### src/design/ist_pkg.sv
// Package for the interval set table: payload structs, request codes, FSM states.
// No dependencies.
`default_nettype none
package ist_pkg;
  localparam int unsigned OFS_W = 31;
  localparam int unsigned LEN_W = 32;
  localparam int unsigned TOT_W = 35;
  localparam int unsigned CNT_W = 5;

  typedef enum logic [1:0] {
    REQ_INSERT = 2'd0,
    REQ_REMOVE = 2'd1,
    REQ_QUERY  = 2'd2,
    REQ_NONE   = 2'd3
  } req_t;

  typedef struct packed {
    logic [1:0]        req_type;
    logic [OFS_W-1:0]  offset;
    logic signed [LEN_W-1:0] length;
  } in_item_t;

  typedef struct packed {
    logic              hit;
    logic [TOT_W-1:0]  total_length;
    logic              has_unbounded;
    logic [CNT_W-1:0]  entry_count;
    logic              overflow_error;
  } out_item_t;

  typedef enum logic [3:0] {
    ST_IDLE,
    ST_RD,
    ST_PROC,
    ST_CHECK,
    ST_COPY_RD,
    ST_COPY_WR,
    ST_SUM,
    ST_ACC,
    ST_DONE
  } state_t;
endpackage
`default_nettype wire

### src/design/interval_set_table_top.sv
// Interval set table top: request sequencer over a main and a work memory.
// Depends on ist_pkg and ist_mem.
//
// Usage: present a request on in_item with start high while busy is low; the
// request transfers at that edge and busy rises the next cycle. An insert or
// remove of length zero is ignored. A query, an insert or a remove walks the
// N stored entries from the main memory (a registered read, then processing),
// and an insert or remove writes the new list of M entries into a work memory;
// a split or a merge adds one more write step. A successful insert or remove
// then copies the work list back, and every request sums the F finite lengths.
// busy stays high through the result cycle; the next request can transfer in
// the cycle after it. One request at a time.
// The result appears on out_item for exactly one cycle with out_valid high.
// The receiver cannot stall.
// Reset (synchronous, rst_n low) empties the set; memory contents stay
// undefined and are never used past the entry count.
`default_nettype none
module interval_set_table_top
  import ist_pkg::*;
#(
  parameter int unsigned MAX_INTERVALS = 16
) (
  input  wire logic      clk,
  input  wire logic      rst_n,
  input  wire logic      start,
  input  wire in_item_t  in_item,
  output logic           busy,
  output logic           out_valid,
  output out_item_t      out_item
);
  localparam int unsigned AW = $clog2(MAX_INTERVALS);
  localparam int unsigned NW = $clog2(MAX_INTERVALS + 3);
  localparam int unsigned EW = 33;
  localparam logic [NW-1:0] MAXN = NW'(MAX_INTERVALS);
  localparam logic [EW-1:0] F31 = {2'b00, {31{1'b1}}};
  localparam logic [1:0] PH_PRE   = 2'd0;
  localparam logic [1:0] PH_MERGE = 2'd1;
  localparam logic [1:0] PH_COPY  = 2'd2;

  state_t state_r, state_nxt;
  logic [1:0]    type_r, type_nxt;
  logic [EW-1:0] a_r, a_nxt, b_r, b_nxt;
  logic          unb_r, unb_nxt;
  logic [NW-1:0] cnt_r, cnt_nxt;
  logic          lu_r, lu_nxt;
  logic [NW-1:0] i_r, i_nxt;
  logic [NW-1:0] wn_r, wn_nxt;
  logic [1:0]    phase_r, phase_nxt;
  logic [EW-1:0] ns_r, ns_nxt, ne_r, ne_nxt;
  logic          nu_r, nu_nxt;
  logic          hit_r, hit_nxt;
  logic          ovf_r, ovf_nxt;
  logic          wbad_r, wbad_nxt;
  logic          wlu_r, wlu_nxt;
  logic [TOT_W-1:0] tot_r, tot_nxt;
  logic          pend_r, pend_nxt;
  logic [EW-1:0] pds_r, pds_nxt, pde_r, pde_nxt;
  logic          pdu_r, pdu_nxt;

  logic          m_we, w_we;
  logic [AW-1:0] m_wa, m_ra, w_wa, w_ra;
  logic [61:0]   m_wd, m_rd, w_wd, w_rd;

  ist_mem #(.DEPTH(MAX_INTERVALS), .WIDTH(62)) u_main (
    .clk(clk), .we(m_we), .waddr(m_wa), .wdata(m_wd), .raddr(m_ra), .rdata(m_rd));
  ist_mem #(.DEPTH(MAX_INTERVALS), .WIDTH(62)) u_work (
    .clk(clk), .we(w_we), .waddr(w_wa), .wdata(w_wd), .raddr(w_ra), .rdata(w_rd));

  logic [EW-1:0] es, ee;
  logic          eu;
  assign es = {2'b00, m_rd[61:31]};
  assign ee = es + {2'b00, m_rd[30:0]};
  assign eu = lu_r && (i_r + NW'(1) == cnt_r);

  always_ff @(posedge clk) begin
    if (!rst_n) begin
      state_r <= ST_IDLE;
      cnt_r   <= '0;
      lu_r    <= 1'b0;
    end else begin
      state_r <= state_nxt;
      cnt_r   <= cnt_nxt;
      lu_r    <= lu_nxt;
    end
    type_r <= type_nxt; a_r <= a_nxt; b_r <= b_nxt; unb_r <= unb_nxt;
    i_r <= i_nxt; wn_r <= wn_nxt; phase_r <= phase_nxt;
    ns_r <= ns_nxt; ne_r <= ne_nxt; nu_r <= nu_nxt;
    hit_r <= hit_nxt; ovf_r <= ovf_nxt; wbad_r <= wbad_nxt; wlu_r <= wlu_nxt;
    tot_r <= tot_nxt; pend_r <= pend_nxt;
    pds_r <= pds_nxt; pde_r <= pde_nxt; pdu_r <= pdu_nxt;
  end

  always_comb begin
    logic [EW-1:0] rs, ws, wend;
    logic          wr, wu;
    logic [NW-1:0] nfin;
    state_nxt = state_r;
    type_nxt = type_r; a_nxt = a_r; b_nxt = b_r; unb_nxt = unb_r;
    cnt_nxt = cnt_r; lu_nxt = lu_r; i_nxt = i_r; wn_nxt = wn_r;
    phase_nxt = phase_r; ns_nxt = ns_r; ne_nxt = ne_r; nu_nxt = nu_r;
    hit_nxt = hit_r; ovf_nxt = ovf_r; wbad_nxt = wbad_r; wlu_nxt = wlu_r;
    tot_nxt = tot_r; pend_nxt = pend_r;
    pds_nxt = pds_r; pde_nxt = pde_r; pdu_nxt = pdu_r;
    m_we = 1'b0; m_wa = i_r[AW-1:0]; m_wd = w_rd; m_ra = i_r[AW-1:0];
    w_we = 1'b0; w_wa = wn_r[AW-1:0]; w_ra = i_r[AW-1:0]; w_wd = '0;
    rs = '0; ws = '0; wend = '0; wr = 1'b0; wu = 1'b0;
    nfin = (lu_r && cnt_r != '0) ? cnt_r - NW'(1) : cnt_r;
    busy = (state_r != ST_IDLE);
    out_valid = 1'b0;
    out_item = '0;
    out_item.hit = hit_r;
    out_item.total_length = tot_r;
    out_item.has_unbounded = lu_r;
    out_item.entry_count = CNT_W'(cnt_r);
    out_item.overflow_error = ovf_r;

    unique case (state_r)
      ST_IDLE: begin
        if (start) begin
          type_nxt = in_item.req_type;
          a_nxt = {2'b00, in_item.offset};
          unb_nxt = in_item.length[LEN_W-1];
          b_nxt = in_item.length[LEN_W-1] ? '0 :
                  {2'b00, in_item.offset} + {1'b0, in_item.length};
          ns_nxt = {2'b00, in_item.offset};
          ne_nxt = in_item.length[LEN_W-1] ? '0 :
                   {2'b00, in_item.offset} + {1'b0, in_item.length};
          nu_nxt = in_item.length[LEN_W-1];
          i_nxt = '0; wn_nxt = '0; phase_nxt = PH_PRE;
          hit_nxt = 1'b0; ovf_nxt = 1'b0; wbad_nxt = 1'b0; wlu_nxt = 1'b0;
          tot_nxt = '0; pend_nxt = 1'b0;
          if ((in_item.req_type == REQ_INSERT || in_item.req_type == REQ_REMOVE) &&
              in_item.length == '0)
            type_nxt = REQ_NONE;
          state_nxt = ST_RD;
        end
      end
      ST_RD: begin
        // main read of entry i_r issued; data valid next cycle
        if (pend_r) begin
          wr = 1'b1; ws = pds_r; wend = pde_r; wu = pdu_r;
          pend_nxt = 1'b0;
        end else if (type_r == REQ_NONE) begin
          i_nxt = '0;
          state_nxt = ST_SUM;
        end else if (i_r < cnt_r) begin
          state_nxt = ST_PROC;
        end else if (type_r == REQ_INSERT && phase_r != PH_COPY) begin
          // merged piece closes the list
          wr = 1'b1; ws = ns_r; wend = ne_r; wu = nu_r;
          phase_nxt = PH_COPY;
        end else if (type_r == REQ_QUERY) begin
          i_nxt = '0;
          state_nxt = ST_SUM;
        end else begin
          state_nxt = ST_CHECK;
        end
      end
      ST_PROC: begin
        state_nxt = ST_RD;
        i_nxt = i_r + NW'(1);
        unique case (type_r)
          REQ_QUERY: begin
            if (eu) begin
              if (unb_r || b_r > es) hit_nxt = 1'b1;
            end else if (a_r < ee && (unb_r || b_r > es)) hit_nxt = 1'b1;
          end
          REQ_REMOVE: begin
            rs = (es > b_r) ? es : b_r;
            if (es < a_r) begin
              wr = 1'b1; ws = es; wend = (eu || ee > a_r) ? a_r : ee; wu = 1'b0;
              if (!unb_r && (eu || rs < ee)) begin
                pend_nxt = 1'b1; pds_nxt = rs; pde_nxt = ee; pdu_nxt = eu;
              end
            end else if (!unb_r && (eu || rs < ee)) begin
              wr = 1'b1; ws = rs; wend = ee; wu = eu;
            end
          end
          REQ_INSERT: begin
            if (phase_r == PH_COPY) begin
              wr = 1'b1; ws = es; wend = ee; wu = eu;
            end else if (phase_r == PH_PRE && !(eu || ee >= a_r)) begin
              wr = 1'b1; ws = es; wend = ee; wu = 1'b0;
            end else if (!nu_r && es > ne_r) begin
              // merged piece, then this entry
              wr = 1'b1; ws = ns_r; wend = ne_r; wu = 1'b0;
              pend_nxt = 1'b1; pds_nxt = es; pde_nxt = ee; pdu_nxt = eu;
              phase_nxt = PH_COPY;
            end else begin
              phase_nxt = PH_MERGE;
              if (es < ns_r) ns_nxt = es;
              if (eu) nu_nxt = 1'b1;
              else if (ee > ne_r) ne_nxt = ee;
              if (eu || nu_r) i_nxt = cnt_r;
            end
          end
          default: ;
        endcase
      end
      ST_CHECK: begin
        i_nxt = '0;
        if (wn_r > MAXN || wbad_r) begin
          ovf_nxt = 1'b1;
          state_nxt = ST_SUM;
        end else begin
          cnt_nxt = wn_r;
          lu_nxt = (wn_r != '0) && wlu_r;
          state_nxt = ST_COPY_RD;
        end
      end
      ST_COPY_RD: begin
        if (i_r >= cnt_r) begin
          i_nxt = '0;
          state_nxt = ST_SUM;
        end else begin
          state_nxt = ST_COPY_WR;
        end
      end
      ST_COPY_WR: begin
        m_we = 1'b1;
        i_nxt = i_r + NW'(1);
        state_nxt = ST_COPY_RD;
      end
      ST_SUM: begin
        state_nxt = (i_r < nfin) ? ST_ACC : ST_DONE;
      end
      ST_ACC: begin
        tot_nxt = tot_r + TOT_W'(m_rd[30:0]);
        i_nxt = i_r + NW'(1);
        state_nxt = ST_SUM;
      end
      ST_DONE: begin
        out_valid = 1'b1;
        state_nxt = ST_IDLE;
      end
      default: state_nxt = ST_IDLE;
    endcase

    if (wr) begin
      if (ws > F31 || (!wu && wend - ws > F31)) wbad_nxt = 1'b1;
      w_we = (wn_r < MAXN);
      w_wd = {ws[30:0], wu ? 31'd0 : 31'(wend - ws)};
      wlu_nxt = wu;
      wn_nxt = wn_r + NW'(1);
    end
  end

  property p_cnt_cap;
    @(posedge clk) disable iff (!rst_n) out_valid |-> (cnt_r <= MAXN);
  endproperty
  assert property (p_cnt_cap) else $error("entry count beyond capacity");

  property p_out_one_cycle;
    @(posedge clk) disable iff (!rst_n) out_valid |=> !out_valid;
  endproperty
  assert property (p_out_one_cycle) else $error("result strobe held");

  property p_busy_after_start;
    @(posedge clk) disable iff (!rst_n) (start && !busy) |=> busy;
  endproperty
  assert property (p_busy_after_start) else $error("transfer did not raise busy");

  property p_ovf_keeps_count;
    @(posedge clk) disable iff (!rst_n)
      (out_valid && out_item.overflow_error) |-> $stable(cnt_r);
  endproperty
  assert property (p_ovf_keeps_count) else $error("overflow changed the set");
endmodule
`default_nettype wire

### src/design/ist_mem.sv
// Simple dual-port synchronous RAM (one write, one registered read).
// Depends on nothing.
`default_nettype none
module ist_mem #(
  parameter int unsigned DEPTH = 16,
  parameter int unsigned WIDTH = 8
) (
  input  wire logic                     clk,
  input  wire logic                     we,
  input  wire logic [$clog2(DEPTH)-1:0] waddr,
  input  wire logic [WIDTH-1:0]         wdata,
  input  wire logic [$clog2(DEPTH)-1:0] raddr,
  output logic      [WIDTH-1:0]         rdata
);
  logic [WIDTH-1:0] mem [DEPTH];
  always_ff @(posedge clk) begin
    if (we) mem[waddr] <= wdata;
    rdata <= mem[raddr];
  end
endmodule
`default_nettype wire
### config.mk
export PLATFORM = sky130hd
export DESIGN_NAME = interval_set_table_top
export DESIGN_NICKNAME = d
export VERILOG_FILES = /design/src/design/ist_pkg.sv /design/src/design/interval_set_table_top.sv /design/src/design/ist_mem.sv
export SDC_FILE = /design/constraint.sdc
export NUM_CORES = 2
export LEC_CHECK = 0
export ABC_AREA = 1
export BUFFER_PORTS_ARGS = -buffer_cell sky130_fd_sc_hd__buf_2
export CORE_ASPECT_RATIO = 1.4
export CORE_MARGIN = 2
export CORE_UTILIZATION = 55
export CTS_CLUSTER_DIAMETER = 200
export DETAILED_ROUTE_END_ITERATION = 10
export MAX_ROUTING_LAYER = met4
export PLACE_DENSITY = 0.73
export SLEW_MARGIN = 0
export SYNTH_ARGS = -nofsm -noshare
export SYNTH_HDL_FRONTEND = slang
export SYNTH_SLANG_ARGS = --single-unit
### constraint.sdc
create_clock -name clk -period 7.9 [get_ports clk]
set_input_delay 1.185 -clock clk [delete_from_list [all_inputs] [get_ports clk]]
set_output_delay 1.185 -clock clk [all_outputs]
set_load 0.01 [all_outputs]
# ---- Word level (Yosys, flattened, before mapping)
# Memories as Yosys holds them, arrays and structs flattened. A register that Yosys moved wholly into a read port is not among the register bits.
# Cells that the tools add are included.
dict set report word_totals {
  wordCells 303
  ff_bits 263
  n_memories 2
  out_inout_bits 45
  ramBits 1984
  input_bits 68
}
dict set report classes {
  muxes 153
  addsub 7
  n_lt_le_gt_ge 17
  n_bitwise 1
  n_reduce_logical 53
  n_eq_ne 48
}
# name depth word_bits rd rd_clocked_by_memory_dff wr line_no
set mem_list {}
lappend mem_list {u_main.mem 16 62 1 1 1 ist_mem.sv:15} ;# logic [WIDTH-1:0] mem [DEPTH];
lappend mem_list {u_work.mem 16 62 1 1 1 ist_mem.sv:15}
# cell count
set ops {}
lappend ops {{33-bit two-way mux} 41}
lappend ops {{33-bit one-hot mux with 2 select lines} 8}
lappend ops {{32-bit two-way mux} 3}
lappend ops {{5-bit two-way mux} 15}
lappend ops {{35-bit one-hot mux with 2 select lines} 1}
lappend ops {{31-bit by 33-bit > comparator with 1-bit output} 2}
lappend ops {{33-bit by 31-bit > comparator with 1-bit output, second input constant} 2}
lappend ops {{62-bit two-way mux} 1}
lappend ops {{1-bit two-way mux} 51}
lappend ops {{2-bit inequality test, second input constant} 21}
lappend ops {{35-bit by 31-bit adder with 35-bit output} 1}
lappend ops {{35-bit two-way mux} 1}
lappend ops {{31-bit by 32-bit adder with 33-bit output} 1}
lappend ops {{32-bit by 33-bit > comparator with 1-bit output} 1}
lappend ops {{33-bit by 31-bit > comparator with 1-bit output} 1}
lappend ops {{31-bit by 33-bit < comparator with 1-bit output} 1}
lappend ops {{33-bit by 32-bit < comparator with 1-bit output} 1}
lappend ops {{33-bit subtractor} 1}
lappend ops {{31-bit by 31-bit adder with 32-bit output} 1}
lappend ops {{32-bit by 31-bit >= comparator with 1-bit output} 1}
lappend ops {{32-bit by 31-bit > comparator with 1-bit output} 1}
lappend ops {{32-bit logical NOT} 1}
lappend ops {{31-bit by 32-bit < comparator with 1-bit output} 1}
lappend ops {{4-bit one-hot mux with 8 select lines} 1}
lappend ops {{other kinds (44)} 120}

# ---- Depth between registers and ports, before layout
dict set report logic_depth {
  depth_word 16
  mapped_depth 51
  mapped_depth_nobuf 50
}

# ---- Modules after synthesis
# A second synthesis with hierarchy kept.
dict set report hier_totals {
  hier_cells 11909
  hier_area_um2 113742.8
}
# module seq_area_each_um2 n_inst area_each_um2 cells_per_inst
set modules_own_cells {}
lappend modules_own_cells {{ist_mem at u_main} 31029.8 1 43569.3 4079}
lappend modules_own_cells {{ist_mem at u_work} 31029.8 1 43554.3 4079}
lappend modules_own_cells {interval_set_table_top 7697.4 1 26619.3 3751}

# ---- Worst setup path after synthesis
# Ideal clock, no wire load.
dict set report synth_timing {
  kind {flip-flop to flip-flop}
  start {reg u_main.rdata[31], read port of u_main.mem}
  end {reg pde_r[0], enable pin}
  t_required_ns 7.410
  setup_time_ns 0.490
  stages_incl_launch_ff 27
  arrival_time_ns 6.335
  setup_slack_ns 1.075
  path_buffers 1
  synth_period_minus_slack_ns 6.825
  cell_sequence {dfxtp_1 ha_1 inv_1 fa_1 o21ai_1 nand4_1 nand3_1 a21oi_1 o21ai_2 nand2_1 nand3_1 and2_1 clkbuf_1 inv_1 ha_1 nand4_1 inv_1 nand2_1 nor3b_1 nand4_1 nand2_2 inv_2 nand2_4 nand2_4 nand2_1 nand3_1 nor2_1}
}
dict set report synth_between {
  elab_chain_len 7
  word_cells_on_any_way 18
  classes_between {1 x add/sub; 5 x order compare; 4 x eq/ne; 1 x mux; 7 x reduce/logical}
}
# item line_no
set synth_rtl {}
lappend synth_rtl {{start, declared} ist_mem.sv:13} ;# output logic [WIDTH-1:0] rdata
lappend synth_rtl {{31-bit by 31-bit adder with 32-bit output *} interval_set_table_top.sv:72} ;# assign ee = es + {2'b00, m_rd[30:0]};
lappend synth_rtl {{named net ee[22]} interval_set_table_top.sv:69} ;# logic [EW-1:0] es, ee;
lappend synth_rtl {{32-bit by 31-bit >= comparator with 1-bit output} interval_set_table_top.sv:182} ;# end else if (phase_r == PH_PRE && !(eu || ee >= a_r)) begin
lappend synth_rtl {{1-bit logical OR} interval_set_table_top.sv:182}
lappend synth_rtl {{1-bit logical NOT} interval_set_table_top.sv:182}
lappend synth_rtl {{1-bit logical AND} interval_set_table_top.sv:182}
lappend synth_rtl {{2-bit inequality test (no source line)} --}
lappend synth_rtl {{7-bit AND reduction (no source line) *} --}
lappend synth_rtl {{end signal, assigned} interval_set_table_top.sv:90} ;# pds_r <= pds_nxt; pde_r <= pde_nxt; pdu_r <= pdu_nxt;
lappend synth_rtl {{end, declared} interval_set_table_top.sv:57} ;# logic [EW-1:0] pds_r, pds_nxt, pde_r, pde_nxt;
# The timed path passes the listed nets; every way through them passes the cells marked *.
# A chain may end at the register's enable or synchronous reset.

# ---- Worst setup path in the final report
dict set report layout_timing {
  start {reg u_main.rdata[44], read port of u_main.mem}
  end {mem u_work.mem[2][29], data pin}
}
dict set report layout_between {
  elab_chain_len 12
  word_cells_on_any_way 44
  classes_between {2 x add/sub; 6 x order compare; 29 x mux; 7 x reduce/logical}
}
# item line_no
set layout_rtl {}
lappend layout_rtl {{31-bit by 33-bit > comparator with 1-bit output or 31-bit by 31-bit adder with 32-bit output (tied branches)} {interval_set_table_top.sv:169, interval_set_table_top.sv:72}}
lappend layout_rtl {{33-bit two-way mux or 32-bit by 31-bit >= comparator with 1-bit output (tied branches)} {interval_set_table_top.sv:169, interval_set_table_top.sv:182}}
lappend layout_rtl {{33-bit by 32-bit < comparator with 1-bit output or 1-bit logical OR (tied branches)} {interval_set_table_top.sv:175, interval_set_table_top.sv:182}}
lappend layout_rtl {{1-bit logical OR or 1-bit logical NOT (tied branches)} {interval_set_table_top.sv:175, interval_set_table_top.sv:182}}
lappend layout_rtl {{1-bit logical AND, on equally long branches} {interval_set_table_top.sv:175, interval_set_table_top.sv:182}}
lappend layout_rtl {{32-bit two-way mux, or another cell as far along} interval_set_table_top.sv:175} ;# end else if (!unb_r && (eu || rs < ee)) begin
lappend layout_rtl {{32-bit two-way mux, or another cell as far along} interval_set_table_top.sv:170} ;# if (es < a_r) begin
lappend layout_rtl {{33-bit one-hot mux with 2 select lines} interval_set_table_top.sv:162} ;# unique case (type_r)
lappend layout_rtl {{33-bit one-hot mux with 2 select lines} interval_set_table_top.sv:117} ;# unique case (state_r)
lappend layout_rtl {{33-bit subtractor} interval_set_table_top.sv:242} ;# w_wd = {ws[30:0], wu ? 31'd0 : 31'(wend - ws)};
lappend layout_rtl {{31-bit two-way mux} interval_set_table_top.sv:242}
lappend layout_rtl {{62-bit two-way mux *} interval_set_table_top.sv:239} ;# if (wr) begin
lappend layout_rtl {{named net u_work.wdata[29]} ist_mem.sv:11} ;# input wire logic [WIDTH-1:0] wdata,
lappend layout_rtl {{end, declared} ist_mem.sv:15}
# Marked as above.

==> parameters.txt <==
Parameter                              Value

Route
  Wire length after detailed routing ... 341,000 um
  Via/cell ratio ... ~6.3
  DRC Markers ... 0
  Average wire per standard cell ... around 28 um
  Final ANT Viol Nets ... 0
  DR vias ... about 77,000
  Number of design-rule violations left by the first detailed-router iteration ... about 10,000
  First-pass detailed-route iteration total ... 8

Setup path
  Nature of the critical path endpoint ... flop
  Max stage delay on crit path ... around 0.56 ns
  Crit path launch type ... flop
  Cell with the biggest individual delay on the critical path ... sky130_fd_sc_hd__o21ai_0
  Required time reported for the critical path endpoint ... 8.50 ns
  Crit path arrival time ... between 8 and 9 ns
  Crit path buf inv count ... 10
  Most common cell type on the critical path ... sky130_fd_sc_hd__nand2_1
  Worst-path fanout max ... 16
  Largest delay contributor family on the critical path ... simple AND/OR/NAND/NOR gates
  Critical setup path kind ... flop to flop

Logic synthesis
  Post-synth design cell area ... between 100,000 and 150,000 um^2
  Syn. warnings ... 0
  Count of distinct cell types in the synthesized netlist ... 63
  Fraction of the yosys area taken by sequential cells ... 66.7%
  Library cell occupying the most area in the post-synthesis netlist ... sky130_fd_sc_hd__edfxtp_1
  Top cells by area, synth ... sky130_fd_sc_hd__edfxtp_1, sky130_fd_sc_hd__o21ai_0, sky130_fd_sc_hd__nand2_1, sky130_fd_sc_hd__nor2_1, sky130_fd_sc_hd__ha_1
  Flip-flop and latch count after synthesis ... between 2,000 and 2,500
  Syn Inst Count ... 9,267
  Mean area per synthesized cell ... between 10 and 15 um^2
  Synth top area share ... around 64%
  Share of flip-flops with an asynchronous set or reset ... 0%
  Cell with the most instances after synthesis ... sky130_fd_sc_hd__edfxtp_1
  Most used flip-flop cell after synthesis ... sky130_fd_sc_hd__edfxtp_1
  Number of synthesized flops with an enable pin ... about 2,200
  Most used standard cells in the synthesized netlist ... sky130_fd_sc_hd__edfxtp_1, sky130_fd_sc_hd__nand2_1, sky130_fd_sc_hd__o21ai_0, sky130_fd_sc_hd__nor2_1, sky130_fd_sc_hd__o22ai_1

GRT
  Pin count of the biggest net entering global routing ... about 240
  Congestion Overflow GR ... 0
  Number of antenna violations at the first check in global routing ... 28
  Total routing resource utilization after global routing ... a little over a third
  Number of global-route vias before repair ... between 70,000 and 80,000
  Global-route wire length before repair ... between 400,000 and 500,000 um

Power and ir drop
  Leakage dissipation ... ~43 nW
  Maximum VDD drop ... 0.444 mV
  Power per unit of standard cell area ... 451 nW/um^2

Placed design
  Placed Instance Area ... around 110,000 um^2
  Pre-CTS worst setup slack ... 0.0751 ns
  Detailed-placement wirelength estimate ... 218,000 um
  Placer's final routability congestion estimate ... about 1.1
  Port Buf Inserts ... roughly 110

Cells and area
  Layout filler cell count ... 14,500
  Fraction of layout cells with a size suffix above 1 ... between 10% and 20%
  Synth-to-Final Area Change ... 12.7%
  Final layout net count ... between 9,000 and 10,000
  Final non-filler cell area ... 118,000 um^2

Clocking
  CTS Hold Buffers Added ... 0
  Buffer type at the clock tree root ... sky130_fd_sc_hd__clkbuf_16
  Number of sinks handled by clock tree synthesis ... 2,368
  CTS Buf Count ... around 220
  Clock edge transition at the registers on the reported setup and hold paths ... approximately 0.06 ns
  CTS tree ... built
  Clock latency on the worst-skew pair ... roughly 0.9 ns
  H-tree Lvls ... 4
  Max clock buf depth ... 4

Timing
  Final setup violation count ... 0
  Final clock period utilization by the worst path ... a little over nine tenths
  Total negative setup slack ... 0 ns
  Final hold violation count ... 0
  Slew headroom ... between 10% and 20%
  Post-route clock skew ... 0.0868 ns
  Worst Slack Setup Final ... 0.247 ns
  Setup repair after global routing missed its margin ... false
  Transition at the pin with the smallest max-transition slack ... about 1.2 ns
  Minimum clock period after layout ... 7.65 ns
  Max Clk Rate ... 131 MHz
  Final Max Tran Viols ... 0

Floorplanning
  I/O pins ... around 110
  Y dimension of the die ... slightly above 500 um
  Die extent in x ... 373 um
  Placeable core region ... about 190,000 um^2
  Initial Util ... 55.3%
  Site row count ... 189
  Floorplan die area ... between 150,000 and 200,000 um^2

Worst hold path
  Hold/Removal Path Class ... primary input to flop

Run
  Number of violations of the max-capacitance limit ... 0

Outcome
  Outcome ... completed
## timing repair
item	in CTS	in global routing
setup endpoints to repair	8	353
gates resized for setup	1	31
buffers inserted	0	2
pin swaps	0	3
## worst reg2reg max path: cells and delay by family (launching register included)
family | cells | cell delay [ns]
DFF | 1 | 0.30
adders and majority gates | 3 | 1.03
xor gates and xnor gates | 2 | 0.43
AOI/OAI and AO/OA | 7 | 1.56
and+or+nand+nor | 20 | 2.57
buffers and inverters | 10 | 1.50
## worst paths after layout
| check | slack (ns) | to | startpoint | cells past startpoint |
|---|---|---|---|---|
| worst max-delay path | 0.25 | u_work.mem[2][29]$_DFFE_PP_ | u_main.rdata[44]$_DFF_P_ | 42 |
| worst min-delay path | 0.51 | a_r[22]$_DFFE_PP_ | in_item[54] | 1 |
| worst max register to register | 0.25 | u_work.mem[2][29]$_DFFE_PP_ | u_main.rdata[44]$_DFF_P_ | 42 |
| worst min register to register | 0.61 | lu_r$_SDFFE_PN0P_ | wlu_r$_SDFFCE_PN0P_ | 4 |
## sequential cells by signal (all words and copies together) (netlist names), 2 cells and up
name and count:
u_main.rdata 62, u_work.mem 992, i_r 5, pde_r 32, tot_r 35, a_r 31
wn_r 5, phase_r 2, pds_r 33, ns_r 31, u_main.mem 992, u_work.rdata 62
ne_r 33, b_r 33, cnt_r 5, state_r 4, type_r 2
## stage by stage
step,hold slack (ns),instances,util (%),power (mW)
after floorplan,0.495,9268,-,31.1
after global placement,0.583,11800,58.5,41.6
after detailed placement,0.584,11800,58.5,41.9
after CTS,0.489,12200,62.2,52.3
after global routing,0.527,12200,62.3,55.5
final,0.513,12300,62.3,53.1
## power by group
| group | internal [mW] | switching (mW) | total (mW) |
|---|---|---|---|
| clock | 5.85 | 4.63 | 10.5 |
| combinational | 7.55 | 17.4 | 25.0 |
| sequential | 16.3 | 1.39 | 17.7 |
## per-layer routing
layer / GRT usage [%] / vias up / wire length, um
met5: - / - / 0
met1: 43.8 / 37800 / 122000
met3: 5.74 / 966 / 34000
met4: 20.7 / 0 / 22600
li1: - / 34000 / -
met2: 55.8 / 4667 / 162000
## final cells by class
cell class                 instances  area [um^2]  share of cell area [%]
multi-input combinational       5906        31400                    26.7
clock buffer                     294         6120                    5.19
tap                             2483         3110                    2.64
antenna                           33         82.6                  0.0701
clock inverter                    97          866                   0.735
inverter                         513         1950                    1.65
timing repair buffer             561         4560                    3.87
sequential                      2368        69800                    59.2
## kinds of logic (layout without fill, tap and decap cells)
kind of cell             count (synthesis)  count (layout)  share of synthesized area [%]
adder cells (fa/ha/maj)                363             363                           4.37
other                                    1              35                        0.00359
XOR/XNOR                                73              73                          0.611
buffers and inverters                  994            1465                           3.69
AO/OA/AOI/OAI                         2317            2317                           12.2
AND/OR/NAND/NOR                       3151            3151                           12.4
flip-flops                            2368            2368                           66.7
## cells in the final DEF, fill, tap and decap left out, types with 43 or more instances in the layout
master and count:
sky130_fd_sc_hd__nor2_4 58, sky130_fd_sc_hd__inv_2 61, sky130_fd_sc_hd__buf_12 50, sky130_fd_sc_hd__ha_1 359, sky130_fd_sc_hd__dfxtp_1 131, sky130_fd_sc_hd__o22ai_1 512, sky130_fd_sc_hd__nand4_1 170, sky130_fd_sc_hd__nand3_1 185
sky130_fd_sc_hd__buf_4 399, sky130_fd_sc_hd__inv_1 445, sky130_fd_sc_hd__nand2_1 1418, sky130_fd_sc_hd__a21oi_1 292, sky130_fd_sc_hd__clkbuf_1 46, sky130_fd_sc_hd__buf_2 112, sky130_fd_sc_hd__nor2_1 1177, sky130_fd_sc_hd__a22oi_1 47
sky130_fd_sc_hd__o21ai_0 1268, sky130_fd_sc_hd__edfxtp_1 2233, sky130_fd_sc_hd__xor2_1 43, sky130_fd_sc_hd__clkbuf_16 225
(Power assumes the default switching activity.)
